`config.mk`:
```
export PLATFORM = sky130hd
export DESIGN_NAME = dsbc_cell
export DESIGN_NICKNAME = d
export VERILOG_FILES = /design/src/dsbc_pkg.sv /design/src/dsbc_cell.sv
export SDC_FILE = /design/constraint.sdc
export NUM_CORES = 1
export LEC_CHECK = 0
export ABC_AREA = 1
export BUFFER_PORTS_ARGS = -buffer_cell sky130_fd_sc_hd__buf_2
export CAP_MARGIN = 20
export CORE_ASPECT_RATIO = 0.75
export CORE_MARGIN = 8
export CORE_UTILIZATION = 30
export CTS_BUF_LIST = sky130_fd_sc_hd__clkbuf_8
export DETAILED_ROUTE_END_ITERATION = 6
export PLACE_DENSITY_LB_ADDON = 0.3
export SETUP_SLACK_MARGIN = 0.05
export SYNTH_ARGS = -nofsm -noshare
export SYNTH_HDL_FRONTEND = slang
export SYNTH_SLANG_ARGS = --single-unit
```
`constraint.sdc`:
```
create_clock -name clk -period 4.1 [get_ports clk]
set_input_delay 1.025 -clock clk [delete_from_list [all_inputs] [get_ports clk]]
set_output_delay 1.025 -clock clk [all_outputs]
set_load 0.01 [all_outputs]
```
`src/dsbc_pkg.sv`:
```
// Shared types and constants for the depth sort / back-face cull block.
// No dependencies; imported by every module of the block.
package dsbc_pkg;

  localparam int MAX_TRIS = 64;   // capacity of the cell row, at least 2
  localparam int DEPTH_W  = 16;   // Q1.15 depth fields
  localparam int ID_W     = 16;
  localparam int KEY_W    = DEPTH_W + 2;  // exact sum of three depths

  typedef logic signed [KEY_W-1:0] key_t;
  typedef logic [ID_W-1:0]         tri_id_t;

  typedef enum logic [1:0] {
    OP_HOLD,
    OP_INSERT,
    OP_SHIFT
  } cell_op_t;

  // Broadcast from the top level to every cell.
  typedef struct packed {
    cell_op_t op;
    key_t     key;
    tri_id_t  id;
  } cell_ctrl_t;

  // Contents of one cell as seen by its neighbors.
  typedef struct packed {
    logic    valid;
    key_t    key;
    tri_id_t id;
  } cell_data_t;

endpackage

```
`src/dsbc_cell.sv`:
```
// One slot of the sorted cell row: holds a key and an index.
// Depends on dsbc_pkg.
module dsbc_cell import dsbc_pkg::*; (
  input  logic       clk,
  input  logic       rst_n,
  input  cell_ctrl_t ctrl,
  input  cell_data_t prev_i,    // neighbor toward the head
  input  logic       prev_ge_i, // head neighbor keeps its entry
  input  cell_data_t next_i,    // neighbor toward the tail
  output cell_data_t data_o,
  output logic       ge_o       // this entry stays ahead of the new key
);

  logic    valid_r, valid_nxt;
  key_t    key_r, key_nxt;
  tri_id_t id_r, id_nxt;

  assign ge_o   = valid_r && (key_r >= ctrl.key);
  assign data_o = '{valid: valid_r, key: key_r, id: id_r};

  always_comb begin
    valid_nxt = valid_r;
    key_nxt   = key_r;
    id_nxt    = id_r;
    case (ctrl.op)
      OP_INSERT: begin
        if (!ge_o) begin
          if (prev_ge_i) begin
            // new entry lands here
            valid_nxt = 1'b1;
            key_nxt   = ctrl.key;
            id_nxt    = ctrl.id;
          end else begin
            // make room: take the head neighbor's entry
            valid_nxt = prev_i.valid;
            key_nxt   = prev_i.key;
            id_nxt    = prev_i.id;
          end
        end
      end
      OP_SHIFT: begin
        valid_nxt = next_i.valid;
        key_nxt   = next_i.key;
        id_nxt    = next_i.id;
      end
      default: ;
    endcase
  end

  always_ff @(posedge clk) begin
    if (!rst_n) begin
      valid_r <= 1'b0;
    end else begin
      valid_r <= valid_nxt;
    end
  end

  always_ff @(posedge clk) begin
    key_r <= key_nxt;
    id_r  <= id_nxt;
  end

endmodule

```
==> reports/qor.txt <==
pwr dens -> 293 nW/um^2
n_diodes -> 0
R2R Path Start -> key_r[17]
Max Transition Viols Final -> 0
Combinational Power Share -> 27.9%
critical path capture point type -> output pin
Max FO, Critical Path -> 2
CTS root buf -> clkbuf_8
die height -> 93.4 um
post-synthesis cell type count -> 26
FF+latch count, synth -> 35
Top FF cell, synth -> edfxtp_1
most frequent cells in the layout -> buf_2, nand2_1, edfxtp_1
delay-heaviest family, CP -> simple AND/OR/NAND/NOR gates
first-pass GRT wire length -> 11600 um
multiplexer share of the synthesized area -> 0%
global route overflow -> 0
Die Span X -> 119 um
Via density -> 4.60
most common cell after layout, fill and taps aside -> buf_2
sequential share of power -> 46.8%
CP max stage cell -> ha_1
Pleak -> 0.00170 uW
sequential fraction of the synthesis area -> 43.5%
worst-margin pin slew -> 0.897 ns
Starting Density -> 30.7%
area leader, netlist -> edfxtp_1
CTS Buffer Depth -> 2
Mapped Nets -> 425
Final WS setup -> 0.671 ns
share of layout cells above drive strength 1 -> 38.2%
Post-synth ARST share -> 0%
Clk pwr share -> 25.3%
Post-DRT Antenna Nets -> 0
cells on worst reg2reg path -> 12
CP Data Required Time -> 3.07 ns
post-place setup slack -> 0.669 ns
post-synthesis xor/xnor area fraction -> 0%
I/O pin cnt -> 145
Post-Synth Simple-Gate Area -> 26.6%
Die ar. -> 11100 um^2
fin util -> 41.9%
Arrival @ worst endpoint -> 2.40 ns
Cell Chain, Critical Path -> buf_2 -> inv_1 -> ha_1 -> nand2_1 -> inv_1 -> nand2_1 -> nand2_1 -> a21oi_1 -> nand3_1 -> nand2_1 -> nand3_2 -> nand2_2 -> inv_1 -> buf_2
Net Switching -> 292 uW
VDD IR-drop max -> 0.000103 V
reg2reg end -> key_r[16]
wire per inst -> 14.0 um
PortBufs -> 144
r2r setup slk -> 1.62 ns
number of global-route vias before repair -> 2432
Cell Count Post-Placement -> 531
crit-path max cell delay -> 0.30 ns
Final Setup Violations -> 0
# hold bufs at CTS -> 0
Post-Synthesis Cells -> 298
GP Congestion -> 0.713
post-route insts no fill -> 539
Max transition margin -> 40.2%
# clock sinks -> 35
adder-cell share of the synthesized area -> 9.40%
largest net degree at the start of global routing -> 57
cts bufs inserted -> 5
fmax -> 0.292 GHz
post-cts resize count -> 0
Compound-Gate Fraction of Synth Area -> 12.1%
EDFF count, synth -> 34
CTS H-tree lvls -> 2
share of Yosys cell area claimed by the top area cell type -> 42.6%
Tot GR Track Use -> 12.8%
Synth Cell Area -> 2390 um^2
residual DRC count -> 0
worst path bufs/invs -> 5
antenna violations before repair -> 0
HP Start -> valid_r
Final Hold Vio Count -> 0
Setup TNS -> 0 ns
DR vias -> 2478
Iter 0 DRT Violations -> 84
worst hold stages -> 4
Filler Cell Count -> 833
worst min path class -> reg -> reg
final worst-path cycle share -> 83.6%
Final HPWL DP -> 5990 um
hold endpoint -> valid_r
Yosys warnings -> 0
outcome -> completed
RSZ-0062 raised after global routing -> false
Initial DRT Pass Iterations -> 4
Clk Latency, worst-skew pair -> 0.28 ns
Synth area leaders -> edfxtp_1, nand2_1, ha_1
Avg Inst Size Synth -> 8.04 um^2
largest family of logic cells by synthesized area -> simple AND/OR/NAND/NOR gates
Post-Route WL -> 7560 um
Reg clk slew, reported paths -> 0.07 ns
Setup Fix Bufs, Post-CTS -> 0
WS Path Type -> in -> out
FP Rows -> 28
Sw Ratio -> 30.4%
nets -> 560
Area Growth Syn to Fin -> 36.7%
Cell Int Power -> 667 uW
max_cap viols -> 0
Fin Clk Skew -> 0.00467 ns
Worst Setup Start Kind -> input port
CTS tree -> built
cell mode on critical path -> nand2_1
Core Box Area -> 7810 um^2
Tmin final -> 3.43 ns
[cell type report]
type                       count  area (um^2)  share of cell area (%)
clock buffer                   5         68.8                    2.10
tap                          105          131                    4.01
timing repair buffer         145          741                    22.6
sequential                    35         1040                    31.8
clock inverter                 3         15.0                   0.459
multi-input combinational    214         1150                    35.3
inverter                      32          123                    3.74
[per-layer routing]
| layer | global-route usage, % | part of all wire (%) | wire (um) |
|---|---|---|---|
| met1 | 15.7 | 44 | 3350 |
| met2 | 20.6 | 45 | 3400 |
| met3 | 5.66 | 10 | 775 |
| met4 | 2.52 | 0.33 | 25 |
| met5 | 0 | 0 | 0 |
[cell families (layout without fill, tap and decap cells)]
group,after synthesis,in the layout
fa+ha+maj,18,18
compound gates,44,44
simple gates,152,152
buf+inv,49,185
flops,35,35
[power by group through the flow]
stage | clock [uW] | sequential (uW) | combinational, uW
6_report | 243 | 449 | 268
5_1_grt | 266 | 453 | 303
4_1_cts | 256 | 450 | 272
3_5_place_dp | 0 | 458 | 271
3_3_place_gp | 0 | 457 | 266
2_1_floorplan | 0 | 474 | 135
[registers in the layout (all words and copies together), names as in the netlist]
name     count
key_r       18
id_r        16
valid_r      1
[metrics by stage]
stage                     hold slack, ns  power [uW]  area [um^2]
after floorplan                    0.548         609         2390
after global placement             0.575         723         3190
after detailed placement           0.580         729         3190
after CTS                          0.593         978         3270
after global routing               0.612        1020         3270
final                              0.580         960         3270
[how the worst max path moves through the flow]
stage | startpoint | end | slack [ns] | cells past startpoint
after detailed placement | ctrl[33] | ge_o | 0.67 | 14
after floorplan | ctrl[29] | id_r[0] | 0.86 | 13
after CTS | ctrl[33] | ge_o | 0.66 | 14
after global routing | ctrl[33] | ge_o | 0.49 | 14
after global placement | ctrl[29] | ge_o | 0.71 | 14
final | ctrl[29] | ge_o | 0.67 | 14
[tightest hold or removal path: cells and delay by family (launching register included)]
family                 cells  cell delay, ns
buffers and inverters      1            0.07
DFF                        1            0.33
and+or+nand+nor            3            0.14
[Yosys cell counts, drive strengths merged (2+ instances only)]
library cell and n:
nand2 101, nor2 28, nand4 2, inv 31
buf 3, clkbuf 14, o21ai 2, edfxtp 34
ha 18, a21oi 7, nand3 20, a31oi 17
o211ai 16
Power figures use the tool's default switching activity.
